==> src/rtl/vlrr_pkg.sv <==
// vlrr_pkg: shared constants, codes and transaction types of the
// variable-length record ring. No dependencies.
package vlrr_pkg;

	localparam int RING_WORDS        = 1024;
	localparam int MAX_PAYLOAD_WORDS = 15;

	localparam int AW = $clog2(RING_WORDS);
	localparam int CW = $clog2(RING_WORDS + 1);
	localparam int PW = ((CW > 16) ? CW : 16) + 1;

	localparam int POP_MAX = (MAX_PAYLOAD_WORDS < 15) ? MAX_PAYLOAD_WORDS : 15;

	localparam logic [1:0] MODE_BEGIN = 2'd0;
	localparam logic [1:0] MODE_WORD  = 2'd1;
	localparam logic [1:0] MODE_POP   = 2'd2;

	localparam logic [2:0] ST_ACCEPT = 3'd0;
	localparam logic [2:0] ST_FULL   = 3'd1;
	localparam logic [2:0] ST_SEQ    = 3'd2;
	localparam logic [2:0] ST_HEADER = 3'd3;
	localparam logic [2:0] ST_WORD   = 3'd4;
	localparam logic [2:0] ST_EMPTY  = 3'd5;

	typedef struct packed {
		logic [1:0]  mode;
		logic [15:0] tag;
		logic [3:0]  length;
		logic [31:0] data;
	} item_t;

	typedef struct packed {
		logic [2:0]  status;
		logic [15:0] tag_res;
		logic [31:0] data_res;
		logic        last;
		logic [10:0] used_words;
	} res_t;

	typedef struct packed {
		logic       latch;
		logic       emit_code;
		logic [2:0] code;
		logic       wr_marker;
		logic       wr_header;
		logic       wr_word;
		logic       rd_rp;
		logic       rd_zero;
		logic       pop_head;
		logic       pop_word;
	} cmd_t;

	typedef struct packed {
		logic [1:0] mode;
		logic       push_open;
		logic       fit;
		logic       wrap;
		logic       empty;
		logic       marker;
		logic       plen_zero;
		logic       cnt_last;
	} stat_t;

endpackage

==> src/rtl/vlrr_ctrl.sv <==
// vlrr_ctrl: sequencer of the record ring; issues datapath commands per
// transaction. Depends on vlrr_pkg.
module vlrr_ctrl (
	input  logic            clk,
	input  logic            arst_n,
	input  logic            start,
	input  vlrr_pkg::stat_t stat,
	output vlrr_pkg::cmd_t  cmd,
	output logic            busy
);

	localparam logic [2:0] S_IDLE   = 3'd0;
	localparam logic [2:0] S_EXEC   = 3'd1;
	localparam logic [2:0] S_PB_HDR = 3'd2;
	localparam logic [2:0] S_POP_R1 = 3'd3;
	localparam logic [2:0] S_POP_R2 = 3'd4;
	localparam logic [2:0] S_POP_W  = 3'd5;

	logic [2:0] state_q, state_d;

	always_comb begin
		state_d = state_q;
		cmd     = '0;
		case (state_q)
			S_IDLE: begin
				if (start) begin
					cmd.latch = 1'b1;
					state_d   = S_EXEC;
				end
			end
			S_EXEC: begin
				state_d = S_IDLE;
				case (stat.mode)
					vlrr_pkg::MODE_BEGIN: begin
						if (stat.push_open) begin
							cmd.emit_code = 1'b1;
							cmd.code      = vlrr_pkg::ST_SEQ;
						end else if (!stat.fit) begin
							cmd.emit_code = 1'b1;
							cmd.code      = vlrr_pkg::ST_FULL;
						end else if (stat.wrap) begin
							cmd.wr_marker = 1'b1;
							state_d       = S_PB_HDR;
						end else begin
							cmd.wr_header = 1'b1;
						end
					end
					vlrr_pkg::MODE_WORD: begin
						if (stat.push_open) begin
							cmd.wr_word = 1'b1;
						end else begin
							cmd.emit_code = 1'b1;
							cmd.code      = vlrr_pkg::ST_SEQ;
						end
					end
					vlrr_pkg::MODE_POP: begin
						if (stat.empty) begin
							cmd.emit_code = 1'b1;
							cmd.code      = vlrr_pkg::ST_EMPTY;
						end else begin
							cmd.rd_rp = 1'b1;
							state_d   = S_POP_R1;
						end
					end
					default: begin
						cmd.emit_code = 1'b1;
						cmd.code      = vlrr_pkg::ST_SEQ;
					end
				endcase
			end
			S_PB_HDR: begin
				cmd.wr_header = 1'b1;
				state_d       = S_IDLE;
			end
			S_POP_R1: begin
				if (stat.marker) begin
					cmd.rd_zero = 1'b1;
					state_d     = S_POP_R2;
				end else begin
					cmd.pop_head = 1'b1;
					state_d      = stat.plen_zero ? S_IDLE : S_POP_W;
				end
			end
			S_POP_R2: begin
				cmd.pop_head = 1'b1;
				state_d      = stat.plen_zero ? S_IDLE : S_POP_W;
			end
			S_POP_W: begin
				cmd.pop_word = 1'b1;
				if (stat.cnt_last) state_d = S_IDLE;
			end
			default: begin
				state_d = S_IDLE;
			end
		endcase
	end

	always_ff @(posedge clk or negedge arst_n) begin
		if (!arst_n) state_q <= S_IDLE;
		else state_q <= state_d;
	end

	assign busy = state_q != S_IDLE;

endmodule

==> config.mk <==
export PLATFORM = sky130hd
export DESIGN_NAME = vlrr_ctrl
export DESIGN_NICKNAME = d
export VERILOG_FILES = /design/src/rtl/vlrr_pkg.sv /design/src/rtl/vlrr_ctrl.sv
export SDC_FILE = /design/constraint.sdc
export NUM_CORES = 1
export LEC_CHECK = 0
export ABC_AREA = 1
export ABC_CLOCK_PERIOD_IN_PS = 3350
export BUFFER_PORTS_ARGS = -buffer_cell sky130_fd_sc_hd__buf_4
export CAP_MARGIN = 10
export CORE_AREA = 2 2 39 41
export CTS_CLUSTER_DIAMETER = 100
export DETAILED_ROUTE_END_ITERATION = 10
export DIE_AREA = 0 0 41 43
export PLACE_DENSITY = 0.65
export SLEW_MARGIN = 25
export SYNTH_ARGS = -nofsm -noshare
export SYNTH_HDL_FRONTEND = slang
export SYNTH_SLANG_ARGS = --single-unit
==> constraint.sdc <==
create_clock -name clk -period 3.35 [get_ports clk]
set_clock_uncertainty 0.2 [all_clocks]
set_input_delay 0 -clock clk [delete_from_list [all_inputs] [get_ports clk]]
set_output_delay 0 -clock clk [all_outputs]
set_load 0.005 [all_outputs]
[Word-level counts from Yosys, hierarchy flattened]
Cells that the tools add are included.
Word-level totals
  bits in registers: 3
  input bits: 12
  output and inout port bits: 13
  word-level logic and storage cells: 48
Cells by class
  eq/ne operators: 9
  multiplexer cells: 34
  reduce and logical (&&, ||, !) cells: 4
Operators with widths (number)
  2-bit two-way mux: 8
  4-bit two-way mux: 4
  3-bit one-hot mux with 5 select lines: 1
  1-bit two-way mux: 12
  3-bit two-way mux: 4
  4-bit one-hot mux with 3 select lines: 1
  3-bit by 2-bit == test with 1-bit output (second input constant): 2
  3-bit == test (second input constant): 2
  3-bit one-hot mux with 2 select lines: 1
  5-bit two-way mux: 1
  2-bit != test (second input constant): 2
  1-bit one-hot mux with 2 select lines: 2
  3-bit by 1-bit == test with 1-bit output (second input constant): 1
  3-bit logical NOT: 1
  3-bit nonzero test: 1
  2-bit by 1-bit == test with 1-bit output (second input constant): 1
  2-bit == test (second input constant): 1
  2-bit logical NOT: 1
  2-bit AND reduction: 1

[Depth between registers and ports, before layout]
Gate-level depths: netlist of run 1.
  word-level depth: 5
  depth in mapped cells: 8
  gate-level depth less buffers: 8

[Worst setup path after synthesis of run 1]
OpenSTA, ideal clock, no wires.
  path kind: register to register
  start point: register state_q[0]
  end point: register state_q[0]
  setup time: 0.120 ns
  arrival: 0.931 ns
  data required time: 3.030 ns
  setup slack: 2.099 ns
  stages on the path, launching flop included: 7
  buffers on the path: 0
  clock period less this slack: 1.251 ns
  cells stage by stage: dfrtp_1 > nor2_2 > nand2_2 > o21ai_0 > inv_1 > nand2_1 > nand2_1
On the way
  cells in the longest elaborated chain, start to end: 3
  elaborated cells between the ends (all ways): 9
  those cells by class: eq/ne (6); mux (1); reduce/logical (2)
RTL lines
  start, declared: RTL line vlrr_ctrl.sv:19  | logic [2:0] state_q, state_d;
  start signal, assigned: RTL line vlrr_ctrl.sv:100  | else state_q <= state_d;
  3-bit == test or 3-bit logical NOT (tied branches): RTL line vlrr_ctrl.sv:24  | case (state_q)
  2-bit != test (no line)
  2-bit AND reduction (no line)
Parallel ways exist; a longest one is shown, timed or not.
A chain may end at the register's enable or synchronous reset.

[Worst setup path in the final report of run 1]
Ends and elaborated chain as after synthesis.

==> results of run 1 <==
## cell families after synthesis
family	share of synthesized area [%]
buffers and inverters	16.3
flip-flops	20.3
AO/OA/AOI/OAI	10.8
AND/OR/NAND/NOR	52.5
## repair_timing
item | in CTS | in global routing
hold buffers | 11 | 0
endpoints found under the setup margin | 0 | 0
hold endpoints to repair | 6 | 0
## final cells by class
class | instances | area, um^2 | area share [%]
repair buffers | 35 | 290 | 41.1
multi-input cells | 43 | 234 | 33.2
flip-flops and latches | 3 | 75.1 | 10.6
inverters | 16 | 60.1 | 8.51
clock buffers | 4 | 26.3 | 3.72
well taps | 16 | 20.0 | 2.84
## cells in the mapped netlist, types with 2 or more instances
master / count / share of area [%]
o21ai_0: 4 / 5.4
nor2_2: 2 / 3.4
dfrtp_1: 3 / 20
nand2_1: 9 / 9.2
nand4_1: 3 / 5.1
a21oi_1: 3 / 4.1
nor2_1: 6 / 6.1
nand2_2: 2 / 3.4
nor2_4: 2 / 6.1
inv_1: 15 / 15
nor3_1: 2 / 2.7
nand3_1: 6 / 8.1
## routing by layer
metal	global-route usage, %	vias to the layer above
li1	-	275
met3	5.24	0
met2	27.8	18
met4	10.0	0
met5	0	-
met1	15.4	228
## power by group through the flow
stage	Sequential, uW	Clock [uW]	Combinational, uW
after detailed placement	63.2	0	163
after global placement	62.1	0	160
after global routing	65.7	70.2	223
final	63.3	63.5	194
after floorplan	61.0	0	94.2
after CTS	63.1	66.2	194
## cell usage in the layout, fill, tap and decap left out, drive strengths merged
cell type,netlist,final
nand2,11,11
nand3,7,7
nor2,10,10
inv,16,16
o21ai,5,5
dfrtp,3,3
nor3,2,2
dlygate4sd3,0,11
buf,0,24
nand4,3,3
a21oi,3,3
or2,1,1
nand3b,1,1
clkbuf,0,4
## stage by stage
stage / cell area (um^2) / std cells / hold slack [ps] / util (%) / power, uW
after floorplan: 369 / 62 / -496 / - / 155
after global placement: 569 / 102 / -409 / 41.1 / 222
after detailed placement: 569 / 102 / -409 / 41.1 / 226
after CTS: 706 / 117 / 155 / 51.0 / 323
after global routing: 706 / 117 / 180 / 51.0 / 359
final: 706 / 117 / 152 / 51.0 / 321
## worst register-to-register path: cells and delay by family (launching register included)
kind            cells  cell delay (ps)
buf+inv             3             1160
flops               1              450
simple gates        4              360
compound gates      1              150
## worst paths after layout
path | endpoint | depth (start not counted) | start
min in group asynchronous | state_q[0] | 3 | arst_n
max in group asynchronous | state_q[2] | 3 | arst_n
worst max register to register | state_q[0] | 8 | state_q[0]
worst min register to register | state_q[2] | 3 | state_q[2]
worst min-delay path | cmd[8] | 4 | stat[6]
worst max-delay path | state_q[0] | 8 | state_q[0]
==> flow_summary.json, run 1 <==
{
  "rrSetupSlack_ps": 900,
  "post_cts_buffers": 0,
  "wl_met3_um": 70,
  "hpwl_um": 842,
  "slowest_delay_ps": 550,
  "yosysWarnings": 0,
  "clock_latency_ps": 230,
  "grt_usage_pct": 16.3,
  "design.core.area_um2": 1380,
  "avgRoutedWirePerCell_um": 9.54,
  "ys_ff_latch": 3,
  "rsz0062_at_grt": "false",
  "num_antenna_cells": 0,
  "io_buffers": 24,
  "worst_slack_ps": 904,
  "synth_area_um2": 369,
  "slowest_stage": "dlygate4sd3_1",
  "avgSynthCellArea_um2": 5.95,
  "worstMarginPinSlew_ps": 272,
  "top_regs": "state_q x3",
  "ys_types": 17,
  "initial_core_util_pct": 26.7,
  "crit_arrival_ps": 2360,
  "power_frac_clock_pct": 19.8,
  "power_density_nw_per_um2": 455,
  "async_reset_ff_share_pct": 100,
  "top_layer": "met3",
  "critPathLaunchType": "flop",
  "nets": 114,
  "first_iter_violations": 7,
  "cts_tree": "yes",
  "synth_edf_count": 0,
  "grt_pass1_vias": 511,
  "critPathKind": "flop to flop",
  "ioPinCount": 25,
  "rows": 14,
  "end_kind": "flop",
  "pwr-share-seq_pct": 19.7,
  "met2_length_um": 619,
  "grt_overflow": 0,
  "slew_violations": 0,
  "clk_transition_reported_paths_ps": 40,
  "fmax_mhz": 409,
  "switching_share_pct": 40.2,
  "synthCells": 62,
  "hold_viol": 0,
  "preCtsSetupSlack_ps": 2020,
  "dieArea_um2": 1760,
  "synthFlopType": "dfrtp_1",
  "wl_met1_um": 426,
  "filler_cell_count": 155,
  "antenna_left": 0,
  "synth_nets": 74,
  "antenna_found_initial": 0,
  "grt_start_max_net_pins": 9,
  "comb_power_share_pct": 60.5,
  "hold_class": "input pin to primary output",
  "finalWirelength_um": 1120,
  "syn2layout_area_growth_pct": 91.2,
  "maxCapViolCount": 0,
  "regMostFlops": "state_q",
  "clock-sinks": 3,
  "cp_cell_sequence": "nor2_2, nand2_2, o21ai_0, inv_1, nand2_1, dlygate4sd3_1, nand2_1, dlygate4sd3_1",
  "crit_fanout": 5,
  "cts_resized": 0,
  "grt_first_pass_wirelength_um": 1920,
  "cts_buffer_depth": 2,
  "peakVddDrop_uv": 228,
  "dr.pass1.iters": 3,
  "leakagePower_uw": 0.000378,
  "clockRootBuffer": "clkbuf_4",
  "drc_errors": 0,
  "numCtsBuffers": 3,
  "internal-power_uw": 192,
  "post-route-period-util_pct": 73.0,
  "power_switching_uw": 129,
  "timing.critical_path.buf_inv": 3,
  "status": "completed",
  "die_h_um": 43,
  "fin_tns_setup_ps": 0,
  "post-route-min-period_ps": 2450,
  "htree_levels": 1,
  "crit_family": "buffers and inverters",
  "routed-via-count": 521,
  "die_w_um": 41,
  "slew_headroom_pct": 81.8,
  "vias_per_cell": 4.45,
  "cp.required_ps": 3260,
  "drive_gt1_share_pct": 35.6,
  "finalSetupViolations": 0,
  "seq_area_frac_synth_pct": 20.3,
  "largest_reg_flops": 3,
  "gp_congestion": 0.676
}
Power figures use the tool's default switching activity.
==> run 2, diff against run 1 <==
- ABC_AREA: 1 -> 0
- ABC_CLOCK_PERIOD_IN_PS: 3350 -> 2000
- PLACE_DENSITY: 0.65 -> 0.71
- clock period: 3.35 -> 2 ns (I/O delays scaled with it)
==> run 2 against run 1 <==
Worst setup slack worse by 820 ps; synthesized cell count fell by 11%; non-clock buffer count fell by 1; wire length up 0.18%; clock power grew 65%; die area is the same; sequential share of layout area rose by 0.082 points; power grew 61%; largest cell class is now multi-input gates; largest power group unchanged.
==> flow_summary.json, run 2 <==
{
  "status": "completed",
  "cts_tree": "yes",
  "post-route-period-util_pct": 95.7,
  "ys_top_cells_by_count": "nor2_1 (6), inv_1 (5), nand2_1 (5)",
  "die_h_um": 43,
  "finalWirelength_um": 1120,
  "synth.most_common_cell": "nor2_1",
  "dieArea_um2": 1760,
  "nets": 103,
  "slew_headroom_pct": 72.1,
  "synthFlopType": "dfrtp_1",
  "dr.pass1.iters": 4,
  "num_antenna_cells": 0,
  "timing.critical_path.buf_inv": 1,
  "grt_first_pass_wirelength_um": 1790,
  "yosysWarnings": 0,
  "grt_pass1_vias": 448,
  "power_density_nw_per_um2": 726,
  "synth_top_area_cell": "dfrtp_1",
  "crit_arrival_ps": 1830,
  "worstMarginPinSlew_ps": 418,
  "cts_buffer_depth": 2,
  "fin_tns_setup_ps": 0,
  "cp_cell_sequence": "nand2_1, a211o_1, dlygate4sd3_1, o31ai_1",
  "async_reset_ff_share_pct": 100,
  "clock-sinks": 3,
  "final_common_cell": "buf_4",
  "clock_latency_ps": 230,
  "routed-via-count": 492,
  "synth_nets": 67,
  "final_cell_mix": "buf_4 (24), dlygate4sd3_1 (10), nor2_1 (6)",
  "critPathLaunchType": "flop",
  "first_iter_violations": 6,
  "critPathKind": "flop to flop",
  "synth_edf_count": 0,
  "end_kind": "flop",
  "htree_levels": 1,
  "peakVddDrop_uv": 402,
  "holdWs_ps": 36.5,
  "leakagePower_uw": 0.000333,
  "gp_congestion": 0.765,
  "rows": 14,
  "slowest_delay_ps": 560,
  "slowest_stage": "dlygate4sd3_1",
  "hold_class": "input pin to flop",
  "avgSynthCellArea_um2": 7.60,
  "hold_viol": 0,
  "top_regs": "state_q x3",
  "ys_types": 27,
  "io_buffers": 24,
  "design.core.area_um2": 1380,
  "synth_area_um2": 418,
  "synth_top_area_share_pct": 18.0,
  "crit_fanout": 11,
  "cp.required_ps": 1920,
  "syn2layout_area_growth_pct": 70.4,
  "finalSetupViolations": 0,
  "grt_overflow": 0,
  "clockRootBuffer": "clkbuf_4",
  "antenna_left": 0,
  "post-route-min-period_ps": 1910,
  "vias_per_cell": 4.64,
  "initial_core_util_pct": 30.2,
  "die_w_um": 41,
  "rsz0062_at_grt": "false",
  "yosys-top-cells-area": "dfrtp_1 (18%), buf_6 (8.1%), nor4b_4 (5.7%), nor2_1 (5.4%), a21oi_1 (4.8%)",
  "avgRoutedWirePerCell_um": 10.5,
  "numCtsBuffers": 3,
  "drive_gt1_share_pct": 37.8,
  "hpwl_um": 790,
  "grt_start_max_net_pins": 16,
  "regMostFlops": "state_q",
  "synthCells": 55,
  "largest_reg_flops": 3,
  "seq_area_frac_synth_pct": 18.0,
  "fmax_mhz": 523,
  "grt_usage_pct": 14.8,
  "drc_errors": 0,
  "clk_transition_reported_paths_ps": 40,
  "ys_ff_latch": 3,
  "crit_family": "buffers and inverters",
  "maxCapViolCount": 0,
  "antenna_found_initial": 0,
  "ioPinCount": 25,
  "slew_violations": 0
}
-- run 2: changes by cell type after synthesis, sizes merged, moves of 4 or more --
cell	previous run	this run
nand3	7	1
nand2	11	5
o21ai	5	1
inv	16	5
-- run 2: worst min-delay path, cell delays in order --
cell and delay (ps):
buf_4 130, nor2b_4 130, nand2_1 80, a31oi_1 80
-- run 2: metal layers --
metal  share of wire [%]  track usage [%]  wire length (um)
met5                   0                0                 0
met4                   0             10.0                 0
met3                 5.6             3.14                63
met2                  50             22.2               559
met1                  44             17.9               495
-- run 2: path summary, 6_finish.rpt --
path                       slack, ps       start          to  cells past startpoint
setup / recovery                  90  state_q[1]  state_q[2]                      4
hold / removal                    40     stat[8]  state_q[0]                      4
setup reg to reg                  90  state_q[1]  state_q[2]                      4
hold reg to reg                  530  state_q[1]  state_q[2]                      1
max in group asynchronous        990      arst_n  state_q[0]                      3
min in group asynchronous        450      arst_n  state_q[1]                      3
-- run 2: cell families after synthesis --
family          Yosys count  synth area share [%]
compound gates           13                  21.0
xor+xnor                  1                  2.10
buf+inv                   8                  12.6
flops                     3                  18.0
simple gates             30                  46.4
-- run 2: layout make-up --
type / instances / area [um^2]
fill: 142 / 672
multi-input combinational: 44 / 290
timing repair buffer: 34 / 280
sequential: 3 / 76.3
clock buffer: 4 / 26.3
tap: 16 / 20.0
inverter: 5 / 18.8
-- run 2: where the power goes --
part | leakage (uW) | switching [uW] | internal, uW
sequential | 0.0000384 | 50.0 | 78.1
clock | 0.0000150 | 29.9 | 74.7
combinational | 0.000280 | 109 | 175
total | 0.000333 | 189 | 328
-- run 2: per-stage QoR --
stage	instances	area, um^2	setup slack [ps]	util, %	power (uW)
detailed placement	92	584	529	42.2	396
finish	106	712	86.3	51.4	517
global placement	92	584	563	42.2	391
CTS	106	711	71.8	51.4	523
global route	106	712	5.86	51.4	568
floorplan	55	418	752	-	309
-- run 2: timing repair --
item | CTS | global route
hold endpoints to repair | 6 | 0
hold buffers | 10 | 0
resized for setup | 0 | 1
buffers inserted | 0 | 0
endpoints found under the setup margin | 0 | 1
